`config.mk`:
```
export PLATFORM = sky130hd
export DESIGN_NAME = dns_name_label_encoder_core
export DESIGN_NICKNAME = d
export VERILOG_FILES = /design/src/hdl/dnle_pkg.sv /design/src/hdl/dns_name_label_encoder_core.sv /design/src/hdl/dnle_cell.sv
export SDC_FILE = /design/constraint.sdc
export NUM_CORES = 1
export LEC_CHECK = 0
export CORE_ASPECT_RATIO = 0.7
export CORE_MARGIN = 8
export CORE_UTILIZATION = 45
export CTS_BUF_LIST = sky130_fd_sc_hd__clkbuf_8
export CTS_CLUSTER_SIZE = 30
export DETAILED_ROUTE_END_ITERATION = 7
export DONT_BUFFER_PORTS = 1
export HOLD_SLACK_MARGIN = 0.02
export MAX_ROUTING_LAYER = met4
export PLACE_DENSITY = 0.56
export SLEW_MARGIN = 20
export SYNTH_ARGS = -nofsm -noshare
export SYNTH_HDL_FRONTEND = slang
export SYNTH_HIERARCHICAL = 1
export SYNTH_SLANG_ARGS = --single-unit
```
`constraint.sdc`:
```
create_clock -name clk_i -period 6.54 [get_ports clk_i]
set_clock_uncertainty 0.1 [all_clocks]
set_input_delay 0.654 -clock clk_i [delete_from_list [all_inputs] [get_ports clk_i]]
set_output_delay 0.654 -clock clk_i [all_outputs]
set_load 0.05 [all_outputs]
```
`src/hdl/dnle_pkg.sv`:
```
`default_nettype none
// ----------------------------------------------------------------------------
// dnle_pkg
// Types and constants shared by the DNS name label encoder modules.
// ----------------------------------------------------------------------------
package dnle_pkg;

  localparam int unsigned CharW   = 8;
  localparam int unsigned CountW  = 6;
  localparam int unsigned SeenW   = 9;

  localparam logic [CharW-1:0] DotChar = 8'd46;
  localparam logic [CharW-1:0] NulChar = 8'd0;

  typedef struct packed {
    logic [CharW-1:0] host_char;
    logic             end_of_name;
  } dnle_in_t;

  typedef struct packed {
    logic [CharW-1:0] wire_byte;
    logic             name_done;
    logic             label_truncated;
  } dnle_out_t;

  typedef struct packed {
    logic              shift;
    logic              wr;
    logic [CountW-1:0] wr_idx;
    logic [CharW-1:0]  wr_byte;
  } dnle_cell_ctl_t;

  typedef enum logic [1:0] {
    StIdle,
    StLen,
    StBytes,
    StTerm
  } dnle_state_e;

endpackage
`default_nettype wire

```
`src/hdl/dns_name_label_encoder_core.sv`:
```
`default_nettype none
// ----------------------------------------------------------------------------
// dns_name_label_encoder_core
// Encodes a dotted host name, one character per beat, into DNS wire form.
// ----------------------------------------------------------------------------
// Label characters are written into a chain of LabelMax byte cells, one cell
// per character; the input is ready whenever the encoder is not draining.
// A dot or zero character within the name limit, or end_of_name, drains a
// non-empty held label: the length byte, then the label bytes shifted out of
// the head cell, all through a single output register, then the zero
// terminator at end_of_name. Output stalls hold the drain in place.
// ----------------------------------------------------------------------------
module dns_name_label_encoder_core #(
  parameter int unsigned LabelMax = 62,
  parameter int unsigned NameMax  = 256
) (
  input  wire logic                clk_i,
  input  wire logic                rst_ni,
  input  wire logic                in_valid_i,
  output logic                     in_ready_o,
  input  wire dnle_pkg::dnle_in_t  in_data_i,
  output logic                     out_valid_o,
  input  wire logic                out_ready_i,
  output dnle_pkg::dnle_out_t      out_data_o
);
  import dnle_pkg::*;

  dnle_state_e       state_q, state_d;
  logic [CountW-1:0] count_q, count_d;
  logic [SeenW-1:0]  seen_q, seen_d;
  logic              ovf_q, ovf_d;
  logic              term_q, term_d;
  logic              out_valid_q, out_valid_d;
  dnle_out_t         out_q, out_d;

  dnle_cell_ctl_t    ctl;
  logic [CharW-1:0]  chain [LabelMax];

  logic in_fire, can_load, is_sep, in_name, store;
  logic [CountW-1:0] count_st;

  assign in_ready_o = (state_q == StIdle);
  assign in_fire  = in_valid_i && in_ready_o;
  assign can_load = !out_valid_q || out_ready_i;
  assign is_sep   = (in_data_i.host_char == DotChar) || (in_data_i.host_char == NulChar);
  assign in_name  = seen_q < SeenW'(NameMax);
  assign store    = in_fire && in_name && !is_sep && (count_q < CountW'(LabelMax));
  assign count_st = store ? count_q + CountW'(1) : count_q;

  always_comb begin
    state_d = state_q;
    unique case (state_q)
      StIdle: begin
        if (in_fire) begin
          if (((in_name && is_sep) || in_data_i.end_of_name) && (count_st != '0)) begin
            state_d = StLen;
          end else if (in_data_i.end_of_name) begin
            state_d = StTerm;
          end
        end
      end
      StLen: begin
        if (can_load) state_d = StBytes;
      end
      StBytes: begin
        if (can_load && (count_q == CountW'(1))) state_d = term_q ? StTerm : StIdle;
      end
      StTerm: begin
        if (can_load) state_d = StIdle;
      end
      default: state_d = StIdle;
    endcase
  end

  always_comb begin
    count_d     = count_q;
    seen_d      = seen_q;
    ovf_d       = ovf_q;
    term_d      = term_q;
    out_valid_d = out_valid_q && !out_ready_i;
    out_d       = out_q;
    ctl.shift   = 1'b0;
    ctl.wr      = store;
    ctl.wr_idx  = count_q;
    ctl.wr_byte = in_data_i.host_char;
    unique case (state_q)
      StIdle: begin
        if (in_fire) begin
          count_d = count_st;
          term_d  = in_data_i.end_of_name;
          if (in_name) begin
            seen_d = seen_q + SeenW'(1);
            if (in_data_i.host_char == NulChar) seen_d = SeenW'(NameMax);
            if (!is_sep && (count_q >= CountW'(LabelMax))) ovf_d = 1'b1;
          end
          if (in_data_i.end_of_name) seen_d = '0;
        end
      end
      StLen: begin
        if (can_load) begin
          out_valid_d               = 1'b1;
          out_d.wire_byte           = CharW'(count_q);
          out_d.name_done           = 1'b0;
          out_d.label_truncated     = ovf_q;
          ovf_d                     = 1'b0;
        end
      end
      StBytes: begin
        if (can_load) begin
          out_valid_d           = 1'b1;
          out_d.wire_byte       = chain[0];
          out_d.name_done       = 1'b0;
          out_d.label_truncated = 1'b0;
          ctl.shift             = 1'b1;
          count_d               = count_q - CountW'(1);
        end
      end
      StTerm: begin
        if (can_load) begin
          out_valid_d           = 1'b1;
          out_d.wire_byte       = NulChar;
          out_d.name_done       = 1'b1;
          out_d.label_truncated = 1'b0;
          term_d                = 1'b0;
        end
      end
      default: ;
    endcase
  end

  for (genvar g = 0; g < LabelMax; g++) begin : g_cell
    dnle_cell #(
      .Idx(g)
    ) u_cell (
      .clk_i (clk_i),
      .ctl_i (ctl),
      .nxt_i ((g == LabelMax - 1) ? NulChar : chain[(g + 1) % LabelMax]),
      .byte_o(chain[g])
    );
  end

  always_ff @(posedge clk_i or negedge rst_ni) begin
    if (!rst_ni) begin
      state_q     <= StIdle;
      count_q     <= '0;
      seen_q      <= '0;
      ovf_q       <= 1'b0;
      term_q      <= 1'b0;
      out_valid_q <= 1'b0;
    end else begin
      state_q     <= state_d;
      count_q     <= count_d;
      seen_q      <= seen_d;
      ovf_q       <= ovf_d;
      term_q      <= term_d;
      out_valid_q <= out_valid_d;
    end
  end

  always_ff @(posedge clk_i) begin
    out_q <= out_d;
  end

  assign out_valid_o = out_valid_q;
  assign out_data_o  = out_q;

endmodule
`default_nettype wire

```
`src/hdl/dnle_cell.sv`:
```
`default_nettype none
// ----------------------------------------------------------------------------
// dnle_cell
// One byte slot of the label chain: loads a character when addressed and
// passes its byte toward the head of the chain on each drain step.
// ----------------------------------------------------------------------------
module dnle_cell #(
  parameter int unsigned Idx = 0
) (
  input  wire logic                    clk_i,
  input  wire dnle_pkg::dnle_cell_ctl_t ctl_i,
  input  wire logic [dnle_pkg::CharW-1:0] nxt_i,
  output logic      [dnle_pkg::CharW-1:0] byte_o
);
  import dnle_pkg::*;

  logic [CharW-1:0] byte_q;
  logic [CharW-1:0] byte_d;

  always_comb begin
    byte_d = byte_q;
    if (ctl_i.shift) begin
      byte_d = nxt_i;
    end else if (ctl_i.wr && (ctl_i.wr_idx == CountW'(Idx))) begin
      byte_d = ctl_i.wr_byte;
    end
  end

  always_ff @(posedge clk_i) begin
    byte_q <= byte_d;
  end

  assign byte_o = byte_q;

endmodule
`default_nettype wire

```
-- After elaboration in Yosys (flattened, before gate mapping)
Cells that the tools add are included.
- bits in registers: 526
- input port bits: 13
- add/subtract/negate cells: 3
- $lt $le $gt $ge: 3
- equal/unequal tests: 73
- multiplexer cells: 152
- reductions and logical operators: 154
- operators by type and width (operator ; count):
    $mux W8 ; 122
    $eq A6 B6 Y1 const B ; 30
    $reduce_bool A2 Y1 ; 65
    $eq A6 B5 Y1 const B ; 16
    $logic_and A1 B1 Y1 ; 71
    $eq A6 B4 Y1 const B ; 8
    $mux W10 ; 3
    $pmux W10 S3 ; 1
    $mux W9 ; 3
    $eq A6 B3 Y1 const B ; 4
    $mux W6 ; 3
    $mux W2 ; 7
    $eq A6 B2 Y1 const B ; 2
    $pmux W6 S2 ; 1
    $reduce_and A5 Y1 ; 2
    $add A9 B1 Y9 const B ; 1
    $lt A9 B9 Y1 const B ; 1
    $mux W1 ; 9
    $reduce_and A3 Y1 ; 3
    $eq A8 B6 Y1 const B ; 1
    $logic_not A8 Y1 ; 1
    $ne A2 B2 Y1 const B ; 4
    $pmux W2 S4 ; 1
    $add A6 B1 Y6 const B ; 1
    17 further kinds ; 25

-- Logic depth before layout (Yosys ltp)
Gate-level depths: netlist (run 1).
- depth after elaboration: 11
- gate-level depth with buffers: 7
- gate-level depth less buffers: 6

-- By module
The synthesis (run 1) kept the hierarchy.
- by module, submodules not included (module ; instances ; cells each ; area an instance (um2) ; seq. area each (um2)):
    dnle_cell (g_cell[1].u_cell ...) ; 12 ; 20 ; 396.6 ; 240.2
    dnle_cell (g_cell[10].u_cell ...) ; 10 ; 20 ; 400.4 ; 240.2
    dnle_cell (g_cell[23].u_cell ...) ; 9 ; 21 ; 395.4 ; 240.2
    dnle_cell (g_cell[0].u_cell ...) ; 8 ; 20 ; 394.1 ; 240.2
    dnle_cell (g_cell[11].u_cell ...) ; 6 ; 20 ; 395.4 ; 240.2
    dns_name_label_encoder_core ; 1 ; 194 ; 1780.5 ; 800.8
    dnle_cell (g_cell[53].u_cell ...) ; 4 ; 21 ; 394.1 ; 240.2
    dnle_cell (g_cell[55].u_cell ...) ; 3 ; 21 ; 392.9 ; 240.2
    dnle_cell (g_cell[4].u_cell ...) ; 2 ; 20 ; 397.9 ; 240.2
    dnle_cell (g_cell[31].u_cell ...) ; 2 ; 19 ; 392.9 ; 240.2
    dnle_cell (g_cell[16].u_cell ...) ; 2 ; 20 ; 391.6 ; 240.2
    dnle_cell (g_cell[52].u_cell ...) ; 2 ; 20 ; 390.4 ; 240.2
    dnle_cell (g_cell[60].u_cell) ; 1 ; 20 ; 392.9 ; 240.2
    dnle_cell (g_cell[15].u_cell) ; 1 ; 19 ; 391.6 ; 240.2

-- Least setup slack after synthesis (run 1)
Ideal clock, no wire load.
- path type: register to register
- start: reg out_valid_q, in the netlist out_valid_o
- end: reg g_cell[52].u_cell.byte_q[0] (enable)
- setup time: 398 ps
- arrival: 5189 ps
- data required time: 6042 ps
- path slack: 853 ps
- cell stages (with the launch flop): 6
- path buffers: 1
- clock period less this slack: 5687 ps
- cell sequence: dfrtp_1 -> nor2b_1 -> nor2_1 -> buf_6 -> inv_1 -> o41ai_1
- RTL lines (what ; line ; text):
    start, declared ; dns_name_label_encoder_core.sv:33 ; logic out_valid_q, out_valid_d;
    start signal, assigned ; dns_name_label_encoder_core.sv:156 ; out_valid_q <= out_valid_d;
    end signal, assigned ; dnle_cell.sv:30 ; byte_q <= byte_d;
    end, declared ; dnle_cell.sv:17 ; logic [CharW-1:0] byte_q;

==> out/qor.log, run 1 <==
[floorplanning] die footprint 66,600 um^2
[clocking] cts repair resizes 0
[pwr] Max VDD drop 0.285 mV
[detailed_routing] drt first-iter violations 968
[global_route] wire length of the first global-routing pass 78,000 um
[detailed_routing] Remaining DRCs 0
[min_path] Worst Min Path Start in_data_i[4]
[synth] number of flops mapped to enable cells by yosys 506
[worst_setup_path] timing startpoint of the critical path state_q[1]
[clocking] largest buffer count on any clock path 3
[detailed_routing] post-route antenna net violation count 0
[floorplanning] overall die height 218 um
[worst_setup_path] start-to-end type of the worst setup path flop to flop
[worst_setup_path] reg-to-reg startpoint state_q[1]
[sta] Setup-failing EPs final 0
[place] Area after DPL 26,800 um^2
[clocking] total clock buffers created by CTS 83
[finish] antenna fix cells 0
[worst_setup_path] worst reg2reg endpoint g_cell[43].u_cell/byte_o[7]
[finish] fraction of final layout cells with drive strength greater than 1 44.7%
[sta] max-slew violation total from the final report 0
[run_status] outcome complete, no violations
[worst_setup_path] critical path startpoint category flop
[clocking] CTS tree yes
[synth] total number of yosys warnings 6
[sta] final critical-path required period 4.06 ns
[place] count of input and output buffers 0
[detailed_routing] Routed Wire Length 49,800 um
[synth] share of flip-flops with an asynchronous set or reset 3.80%
[worst_setup_path] CP peak stage delay 0.95 ns
[floorplanning] row count 74
[min_path] path type of the worst min-delay path input port to flop
[floorplanning] effective utilization at floorplan 45.3%
[synth] synthesized area 26,300 um^2
[min_path] Worst Hold End g_cell[35].u_cell/byte_o[3]
[worst_setup_path] critical path data arrival time 4.22 ns
[synth] number of distinct library cell variants in the gate-level netlist after synthesis 55
[clocking] H-tree depth 3
[floorplanning] Horiz. Die Dim 305 um
[worst_setup_path] Req. time, crit path 6.70 ns
[run] number of max-cap violations 0
[place] last weighted congestion value of the routability-driven placer 0.777
[floorplanning] I/O pin count 25
[floorplanning] area of the core region 58,100 um^2
[sta] Fin. Hold Viols 0
[pwr] areal power density over the cells 446 nW/um^2
[synth] average cell area after synthesis 18.2 um^2
[finish] net count reported at finish 1,513
[worst_setup_path] ordered list of cells on the worst path nor3b_4, nand3_2, a21oi_4, buf_4, nand4b_1, o31ai_1
[synth] post-synthesis register bit count 526
[worst_setup_path] worst-path cell with the longest stage delay sky130_fd_sc_hd__o31ai_1
[clocking] later-pin clock latency in the skew report 0.67 ns
[sta] worst slew slack as a fraction of its limit 18.7%
[synth] cell taking the most area after synthesis sky130_fd_sc_hd__edfxtp_1
[finish] final standard cell count with taps included and fillers excluded 2,317
[pwr] post-layout power 12.7 mW
[min_path] WHS Path Cells 1
[global_route] residual overflow from global routing 0
[sta] final worst-path cycle share 62.1%
[sta] slew at the pin closest to its max-slew limit 1.22 ns
[sta] maximum frequency from static timing analysis 246 MHz
[finish] Area Growth Syn to Fin 8.09%
[worst_setup_path] highest net fanout along the worst path 37
[detailed_routing] number of detailed-route iterations in the first pass 5
[place] placed wire-length estimate 24,500 um
[pwr] Lkg Pwr 10.7 nW
[global_route] number of antenna violations at the first check in global routing 0
[finish] fin area 28,400 um^2
[worst_setup_path] number of cells on the worst reg-to-reg path 6
[detailed_routing] average wire per standard cell 21.5 um
[worst_setup_path] R2R setup slack 2.48 ns
[global_route] total routing resource utilization after global routing 15.2%
[place] placed cell count 2,167
[synth] Synth area leaders sky130_fd_sc_hd__edfxtp_1, sky130_fd_sc_hd__mux2_4, sky130_fd_sc_hd__buf_6
[synth] share of Yosys cell area claimed by the top area cell type 57.7%
[worst_setup_path] cell family with the largest share of critical-path delay compound AO/OA/AOI/OAI gates
[finish] filler cell count in the final layout 4,816
[detailed_routing] routed vias/inst 5.49
[detailed_routing] vias after detailed routing 12,700
[global_route] maximum number of pins on one net before global-route repair 142
[clocking] clock-pin slew reported for the worst setup and hold paths after clock tree synthesis 0.06 ns
[sta] Total Neg Setup Slack 0 ns
[sta] RSZ-0062 raised after global routing false
[worst_setup_path] kind of end point of the critical path flop
[synth] sequential fraction of the synthesis area 59.6%
[synth] instance count of the mapped netlist 1,447
[worst_setup_path] Crit path buffers/inverters 1
[clocking] Sink Count 526
[global_route] vias in the first global route 12,800
[clocking] Clock Tree Root sky130_fd_sc_hd__clkbuf_8
[synth] dominant register cell in the synthesized netlist sky130_fd_sc_hd__edfxtp_1
layer usage:
layer  share of wire (%)  wire (um)  vias up  track usage (%)
li1                    -          -     5799                -
met1                  53      26200     6508             23.2
met2                  40      19900      331             19.9
met3                 5.3       2630       93             3.62
met4                 2.1       1040        0             4.14
met5                   0          0        -                -
Yosys cell counts, drive strengths merged (3+ instances only):
master  number
a211oi       3
a21o        11
a21oi       12
a31o         5
a41o        27
and2         3
and3         6
and4b        4
and4bb       6
buf         64
clkbuf       3
dfrtp       20
edfxtp     506
ha           5
inv         41
mux2       496
nand2       29
nand2b       7
nand3        8
nand4       12
nand4b      14
nor2        28
nor2b       13
nor3        12
nor3b       21
nor4b        4
nor4bb       6
o21ai       29
o31ai       15
o41ai       12
sequential cells by signal (all words and copies together), names as in the netlist:
| register | flops |
|---|---|
| out_valid_o | 1 |
| ovf_q | 1 |
| seen_q | 9 |
| state_q | 2 |
| out_data_o | 10 |
| g_cell.u_cell/byte_o | 496 |
| count_q | 6 |
| term_q | 1 |
report_power, final:
part | internal (mW) | switching (mW) | total (mW)
Combinational | 2.12 | 2.26 | 4.39
Sequential | 5.20 | 0.495 | 5.69
Clock | 1.33 | 1.29 | 2.62
cell type report:
type	instances	area, um^2	area share, %
sequential	526	15700	55.2
multi-input combinational	819	9890	34.8
clock buffer	89	1220	4.31
tap	760	951	3.34
clock inverter	58	289	1.02
timing repair buffer	24	233	0.818
inverter	41	154	0.541
per-stage QoR:
| stage | hold WS (ns) | utilization (%) | setup slack (ns) |
|---|---|---|---|
| 4_1_cts | 0.0520 | 48.9 | 2.47 |
| 2_1_floorplan | 0.258 | - | 0.853 |
| 6_report | 0.104 | 49.0 | 2.48 |
| 3_3_place_gp | 0.260 | 46.2 | 2.67 |
| 5_1_grt | 0.0494 | 49.0 | 2.27 |
| 3_5_place_dp | 0.260 | 46.2 | 2.51 |
cells in the final DEF (no fill, tap or decap), types with 16 or more instances in the layout:
| cell type | synthesis | final |
|---|---|---|
| sky130_fd_sc_hd__o21ai_0 | 29 | 29 |
| sky130_fd_sc_hd__a41o_2 | 20 | 20 |
| sky130_fd_sc_hd__buf_4 | 0 | 17 |
| sky130_fd_sc_hd__clkbuf_8 | 0 | 89 |
| sky130_fd_sc_hd__edfxtp_1 | 506 | 506 |
| sky130_fd_sc_hd__mux2_4 | 496 | 496 |
| sky130_fd_sc_hd__nand2_1 | 29 | 29 |
| sky130_fd_sc_hd__nor3b_1 | 20 | 20 |
| sky130_fd_sc_hd__inv_1 | 41 | 70 |
| sky130_fd_sc_hd__clkinv_1 | 0 | 16 |
| sky130_fd_sc_hd__nor2_1 | 28 | 26 |
worst register-to-register path: cells and delay by family (launching register included):
family	cells	cell delay (ns)
compound gates	2	1.56
simple gates	3	0.82
buf+inv	1	0.61
flops	1	0.60
what timing repair did:
action,CTS,global route
hold buffers,2,1
buffers inserted,0,0
endpoints found under the hold margin,23,20
cells by family (layout without fill, tap and decap cells):
kind of cell	after synthesis	in the layout	synth area share, %
flops	526	526	59.6
mux	498	498	28.4
simple gates	182	182	4.40
compound gates	124	124	3.84
buf+inv	109	212	3.41
fa+ha+maj	5	5	0.238
xor+xnor	2	2	0.0666
other cells	1	8	0.0143
worst max-delay path by stage:
stage / to / slack (ns) / depth (start not counted)
after global placement: g_cell[43].u_cell/byte_o[2] / 2.67 / 7
after detailed placement: g_cell[39].u_cell/byte_o[7] / 2.51 / 7
after global routing: g_cell[43].u_cell/byte_o[7] / 2.27 / 6
after floorplan: g_cell[52].u_cell/byte_o[0] / 0.85 / 5
after CTS: g_cell[55].u_cell/byte_o[5] / 2.47 / 6
final: g_cell[43].u_cell/byte_o[7] / 2.48 / 6
No activity file was read; power rests on OpenSTA's default activity.
==> run 2: changes to the inputs <==
==> constraint.sdc (replaced) <==
create_clock -name clk_i -period 4.1 [get_ports clk_i]
set_clock_uncertainty 0.1 [all_clocks]
set_input_delay 0.41 -clock clk_i [delete_from_list [all_inputs] [get_ports clk_i]]
set_output_delay 0.41 -clock clk_i [all_outputs]
set_load 0.05 [all_outputs]
==> out/qor.log, run 2 (synthesized netlist as in run 1, its figures left out) <==
[run_status] outcome complete, no violations
[global_route] wire length of the first global-routing pass 79,300 um [+1.7%]
[detailed_routing] vias after detailed routing 12,900 [+1.2%]
[global_route] met1 layer usage reported by global route 24.2% [+1.0 points]
[floorplanning] effective utilization at floorplan 45.3% [unchanged]
[worst_setup_path] reg-to-reg startpoint state_q[1]
[detailed_routing] average wire per standard cell 21.1 um [-1.5%]
[global_route] M2 GR Usage 19.5% [-0.39 points]
[finish] post-layout util 49.9% [+0.93 points]
[sta] worst slew slack as a fraction of its limit 33.3% [+15 points]
[global_route] number of antenna violations at the first check in global routing 3 [+3]
[clocking] clock-pin slew reported for the worst setup and hold paths after clock tree synthesis 0.07 ns [about the same]
[worst_setup_path] highest net fanout along the worst path 38 [+2.7%]
[clocking] Clock Tree Root sky130_fd_sc_hd__clkbuf_8
[sta] Total Neg Setup Slack 0 ns [unchanged]
[global_route] busiest grt layer met1
[global_route] maximum number of pins on one net before global-route repair 81 [-43%]
[detailed_routing] Remaining DRCs 0 [unchanged]
[global_route] total routing resource utilization after global routing 15.5% [+0.24 points]
[detailed_routing] number of detailed-route iterations in the first pass 5 [unchanged]
[global_route] vias in the first global route 13,000 [+1.2%]
[sta] final worst-path cycle share 71.9% [+9.7 points]
[clocking] H-tree depth 3 [unchanged]
[pwr] Max VDD drop 0.345 mV [+21%]
[sta] Fin. Hold Viols 0 [unchanged]
[worst_setup_path] number of cells on the worst reg-to-reg path 4 [-2]
[worst_setup_path] kind of end point of the critical path flop
[place] worst-case setup slack after placement 1.22 ns [-1.29 ns]
[clocking] total clock buffers created by CTS 84 [+1.2%]
[worst_setup_path] Req. time, crit path 4.38 ns [-2.32 ns]
[sta] Setup-failing EPs final 0 [unchanged]
[worst_setup_path] worst setup path end g_cell[14].u_cell/byte_o[4]
[floorplanning] overall die height 218 um [unchanged]
[detailed_routing] drt first-iter violations 1,071 [+11%]
[worst_setup_path] timing startpoint of the critical path state_q[1]
[finish] Area Growth Syn to Fin 10.1%
[clocking] later-pin clock latency in the skew report 0.65 ns [-0.02 ns]
[floorplanning] row count 74 [unchanged]
[clocking] largest buffer count on any clock path 3 [unchanged]
[worst_setup_path] critical path startpoint category flop
[finish] fraction of final layout cells with drive strength greater than 1 45.7% [+0.97 points]
[clocking] CTS tree yes
[sta] RSZ-0062 raised after global routing false
[sta] slew at the pin closest to its max-slew limit 0.997 ns [-0.222 ns]
[floorplanning] I/O pin count 25 [unchanged]
[run] number of max-cap violations 0 [unchanged]
[finish] filler cell count in the final layout 4,742 [-1.5%]
[finish] most common library cell in the layout ignoring fill and taps sky130_fd_sc_hd__edfxtp_1
[detailed_routing] Routed Wire Length 50,100 um [+0.60%]
[worst_setup_path] R2R setup slack 1.15 ns [-1.32 ns]
[floorplanning] area of the core region 58,100 um^2 [unchanged]
[finish] leading cell types in the layout, fill and taps excluded sky130_fd_sc_hd__edfxtp_1, sky130_fd_sc_hd__mux2_4, sky130_fd_sc_hd__clkbuf_8
[finish] net count reported at finish 1,561 [+3.2%]
[global_route] residual overflow from global routing 0 [unchanged]
[floorplanning] die footprint 66,600 um^2 [unchanged]
[clocking] Sink Count 526 [unchanged]
[pwr] post-layout power 20.4 mW [+61%]
[worst_setup_path] worst reg2reg endpoint g_cell[14].u_cell/byte_o[4]
[pwr] Lkg Pwr 11.0 nW [+2.8%]
[detailed_routing] post-route antenna net violation count 0 [unchanged]
[finish] multi-input combinational cell area 9810 um^2 [-0.75%]
[clocking] Setup Buffers After CTS 0 [unchanged]
[global_route] global-route track usage on met3 3.37% [-0.24 points]
[worst_setup_path] critical path data arrival time 3.22 ns [-1.00 ns]
[min_path] WHS Path Cells 3 [+2]
[pwr] areal power density over the cells 704 nW/um^2 [+58%]
[floorplanning] Horiz. Die Dim 305 um [unchanged]
[worst_setup_path] start-to-end type of the worst setup path flop to flop
[place] last weighted congestion value of the routability-driven placer 0.751 [-3.4%]
[place] count of input and output buffers 0 [unchanged]
[finish] antenna fix cells 0 [unchanged]
[finish] Seq. cell area 15,700 um^2 [unchanged]
[sta] maximum frequency from static timing analysis 339 MHz [+38%]
[finish] max reg flops 496 [unchanged]
[place] placed wire-length estimate 24,700 um [+0.97%]
[sta] setup ws final 1.15 ns [-1.32 ns]
[min_path] path type of the worst min-delay path input port to flop
[detailed_routing] routed vias/inst 5.44 [-0.94%]
[sta] max-slew violation total from the final report 0 [unchanged]
[sta] final critical-path required period 2.95 ns [-1.12 ns]
[run 2: changes by cell type in the layout (fill, tap and decap cells not counted), sizes merged]
cell | before | now
clkbuf | 89 | 92
buf | 22 | 66
bufinv | 2 | 1
inv | 70 | 71
dlygate4sd3 | 2 | 5
[run 2: worst max-delay path: stages (launching register included)]
cell                       delay (ns)
sky130_fd_sc_hd__dfrtp_1         0.76
sky130_fd_sc_hd__nand2b_1        0.27
sky130_fd_sc_hd__nor2_4          0.50
sky130_fd_sc_hd__buf_4           0.65
sky130_fd_sc_hd__mux2_4          0.35
[run 2: area by class of cell]
cell class	instances	share of cell area [%]
timing repair buffer	71	2.87
clock buffer	92	4.37
sequential	526	54.2
tap	760	3.28
inverter	41	0.531
multi-input combinational	819	33.9
clock inverter	58	0.907
[run 2: power breakdown]
group          switching (mW)  internal [mW]  total (mW)
sequential              0.721           8.28        9.00
clock                    2.05           2.12        4.17
combinational            3.69           3.55        7.25
[run 2: worst min path at each step]
| stage | start | to | slack, ns |
|---|---|---|---|
| floorplan | rst_ni | count_q[0] | 0.01 |
| global placement | rst_ni | seen_q[0] | 0.02 |
| detailed placement | rst_ni | seen_q[0] | 0.02 |
| CTS | in_valid_i | count_q[3] | 0.06 |
| global route | in_data_i[0] | seen_q[7] | 0.13 |
| finish | in_data_i[0] | seen_q[7] | 0.14 |
[run 2: per-stage QoR]
stage	hold WS [ns]	instances	instance area, um^2
finish	0.137	2367	29000
global placement	0.0155	2204	27200
global route	0.134	2367	29000
CTS	0.0591	2367	29000
floorplan	0.0144	1454	26400
detailed placement	0.0155	2204	27200
[run 2: per-layer routing]
layer / wire [um] / vias to the layer above
li1: - / 5900
met4: 1030 / 0
met5: 0 / -
met2: 19300 / 278
met1: 27200 / 6629
met3: 2560 / 77
[run 2: what timing repair did]
item                      in CTS  in global routing
hold endpoints to repair     530                  0
gates resized for setup        0                  0
hold buffers                  13                  0
==> run 3: changes to the inputs <==
==> constraint.sdc (replaced) <==
create_clock -name clk_i -period 2.9 [get_ports clk_i]
set_clock_uncertainty 0.1 [all_clocks]
set_input_delay 0.29 -clock clk_i [delete_from_list [all_inputs] [get_ports clk_i]]
set_output_delay 0.29 -clock clk_i [all_outputs]
set_load 0.05 [all_outputs]
==> out/qor.log, run 3 (synthesized netlist as in run 1, its figures left out) <==
[run_status] outcome complete, no violations
[clocking] H-tree depth 3 [unchanged]
[place] worst-case setup slack after placement 0.134 ns [-1.09 ns]
[finish] post-layout util 50.6% [+0.63 points]
[global_route] residual overflow from global routing 0 [unchanged]
[sta] final worst-path cycle share 92.5% [+21 points]
[pwr] Max VDD drop 0.491 mV [+42%]
[place] placed wire-length estimate 26,900 um [+8.9%]
[sta] worst hold slack 0.0151 ns [-0.122 ns]
[worst_setup_path] worst-path cell with the longest stage delay sky130_fd_sc_hd__o41ai_2
[clocking] later-pin clock latency in the skew report 0.66 ns [about the same]
[min_path] path type of the worst min-delay path input port to flop
[sta] maximum frequency from static timing analysis 373 MHz [+9.8%]
[clocking] Sink Count 526 [unchanged]
[pwr] Lkg Pwr 11.1 nW [+0.84%]
[sta] final critical-path required period 2.68 ns [-0.263 ns]
[detailed_routing] average wire per standard cell 23.0 um [+8.6%]
[detailed_routing] Routed Wire Length 54,600 um [+9.0%]
[worst_setup_path] cell family with the largest share of critical-path delay compound AO/OA/AOI/OAI gates
[floorplanning] effective utilization at floorplan 45.3% [unchanged]
[clocking] Setup Buffers After CTS 0 [unchanged]
[worst_setup_path] critical path data arrival time 2.87 ns [-0.35 ns]
[floorplanning] area of the core region 58,100 um^2 [unchanged]
[finish] max reg flops 496 [unchanged]
[place] Area after DPL 27,500 um^2 [+1.3%]
[floorplanning] overall die height 218 um [unchanged]
[run] number of max-cap violations 0 [unchanged]
[floorplanning] Horiz. Die Dim 305 um [unchanged]
[worst_setup_path] Crit path buffers/inverters 1 [unchanged]
[pwr] post-layout power 29.6 mW [+45%]
[detailed_routing] Remaining DRCs 0 [unchanged]
[worst_setup_path] Req. time, crit path 3.09 ns [-1.29 ns]
[sta] Total Neg Setup Slack 0 ns [unchanged]
[clocking] clock-pin slew reported for the worst setup and hold paths after clock tree synthesis 0.06 ns [about the same]
[detailed_routing] post-route antenna net violation count 0 [unchanged]
[worst_setup_path] highest net fanout along the worst path 19 [-50%]
[sta] slew at the pin closest to its max-slew limit 0.915 ns [-0.0826 ns]
[clocking] CTS tree yes
[floorplanning] row count 74 [unchanged]
[place] count of input and output buffers 0 [unchanged]
[finish] fraction of final layout cells with drive strength greater than 1 47.9% [+2.2 points]
[floorplanning] I/O pin count 25 [unchanged]
[sta] setup ws final 0.217 ns [-0.937 ns]
[worst_setup_path] ordered list of cells on the worst path nor3b_4, nand3_2, a21oi_4, buf_12, nand4_1, o41ai_2
[global_route] total routing resource utilization after global routing 16.9% [+1.4 points]
[detailed_routing] drt first-iter violations 1,063 [-0.75%]
[detailed_routing] vias after detailed routing 13,100 [+1.9%]
[detailed_routing] number of detailed-route iterations in the first pass 5 [unchanged]
[sta] Fin. Hold Viols 0 [unchanged]
[sta] Setup-failing EPs final 0 [unchanged]
[worst_setup_path] kind of end point of the critical path flop
[finish] leading cell types in the layout, fill and taps excluded sky130_fd_sc_hd__edfxtp_1, sky130_fd_sc_hd__mux2_4, sky130_fd_sc_hd__clkbuf_8
[finish] Area Growth Syn to Fin 11.5%
[pwr] areal power density over the cells 1010 nW/um^2 [+43%]
[clocking] largest buffer count on any clock path 3 [unchanged]
[finish] filler cell count in the final layout 4,736 [-0.13%]
[finish] final standard cell count with taps included and fillers excluded 2,376 [+0.38%]
[global_route] number of antenna violations at the first check in global routing 7 [+4]
[finish] net count reported at finish 1,573 [+0.77%]
[sta] worst slew slack as a fraction of its limit 38.4% [+5.1 points]
[sta] RSZ-0062 raised after global routing false
[place] placed cell count 2,215 [+0.50%]
[global_route] wire length of the first global-routing pass 85,100 um [+7.3%]
[clocking] Clock Tree Root sky130_fd_sc_hd__clkbuf_8
[finish] most common library cell in the layout ignoring fill and taps sky130_fd_sc_hd__edfxtp_1
[worst_setup_path] CP peak stage delay 0.84 ns [+0.08 ns]
[global_route] vias in the first global route 13,300 [+2.9%]
[global_route] maximum number of pins on one net before global-route repair 68 [-16%]
[worst_setup_path] start-to-end type of the worst setup path flop to flop
[finish] fin area 29,300 um^2 [+1.3%]
[floorplanning] die footprint 66,600 um^2 [unchanged]
[place] last weighted congestion value of the routability-driven placer 0.781 [+3.9%]
[clocking] total clock buffers created by CTS 84 [unchanged]
[worst_setup_path] critical path startpoint category flop
[detailed_routing] routed vias/inst 5.53 [+1.5%]
[sta] max-slew violation total from the final report 0 [unchanged]
-- run 3: changes by cell type in the layout (fill, tap and decap cells not counted), moves of 6 or more --
cell / delta
sky130_fd_sc_hd__inv_2: +12
sky130_fd_sc_hd__a41o_2: +6
sky130_fd_sc_hd__a41o_1: -6
sky130_fd_sc_hd__inv_1: -17
sky130_fd_sc_hd__buf_12: +16
-- run 3: area by class of cell --
| class | instances | area, um^2 | share of cell area [%] |
|---|---|---|---|
| diodes | 2 | 5.00 | 0.0171 |
| clock inverters | 56 | 300 | 1.02 |
| repair buffers | 83 | 1120 | 3.81 |
| multi-input cells | 819 | 9880 | 33.7 |
| clock buffers | 89 | 1220 | 4.17 |
| inverters | 41 | 159 | 0.541 |
| flip-flops and latches | 526 | 15700 | 53.5 |
| well taps | 760 | 951 | 3.24 |
-- run 3: final timing paths --
path | start | endpoint | slack (ns) | cells past startpoint
setup / recovery | state_q[1] | g_cell[58].u_cell/byte_o[1] | 0.22 | 6
hold / removal | in_data_i[0] | seen_q[7] | 0.02 | 3
setup reg to reg | state_q[1] | g_cell[58].u_cell/byte_o[1] | 0.22 | 6
hold reg to reg | seen_q[1] | seen_q[1] | 0.40 | 2
max in group asynchronous | rst_ni | count_q[4] | 2.20 | 2
min in group asynchronous | rst_ni | count_q[2] | 0.09 | 2
-- run 3: power by group --
| part | switching (mW) | total (mW) | internal [mW] |
|---|---|---|---|
| sequential | 1.06 | 12.8 | 11.7 |
| clock | 2.95 | 5.96 | 3.01 |
| combinational | 5.52 | 10.9 | 5.36 |
-- run 3: tightest hold or removal path, cell delays in order --
cell	delay [ns]
sky130_fd_sc_hd__o21ai_1	0.23
sky130_fd_sc_hd__nand2_1	0.13
sky130_fd_sc_hd__o21ai_0	0.06
-- run 3: metal layers --
| layer | vias to the layer above | wire length [um] | GRT usage [%] |
|---|---|---|---|
| li1 | 5930 | - | - |
| met1 | 6751 | 28600 | 25.9 |
| met2 | 373 | 21800 | 22.0 |
| met3 | 74 | 3250 | 3.91 |
| met4 | 0 | 868 | 4.58 |
| met5 | - | 0 | - |
-- run 3: what timing repair did --
item	in CTS	in global routing
resized for setup	0	0
hold endpoints to repair	536	20
hold buffers	13	1
setup endpoints to repair	0	0
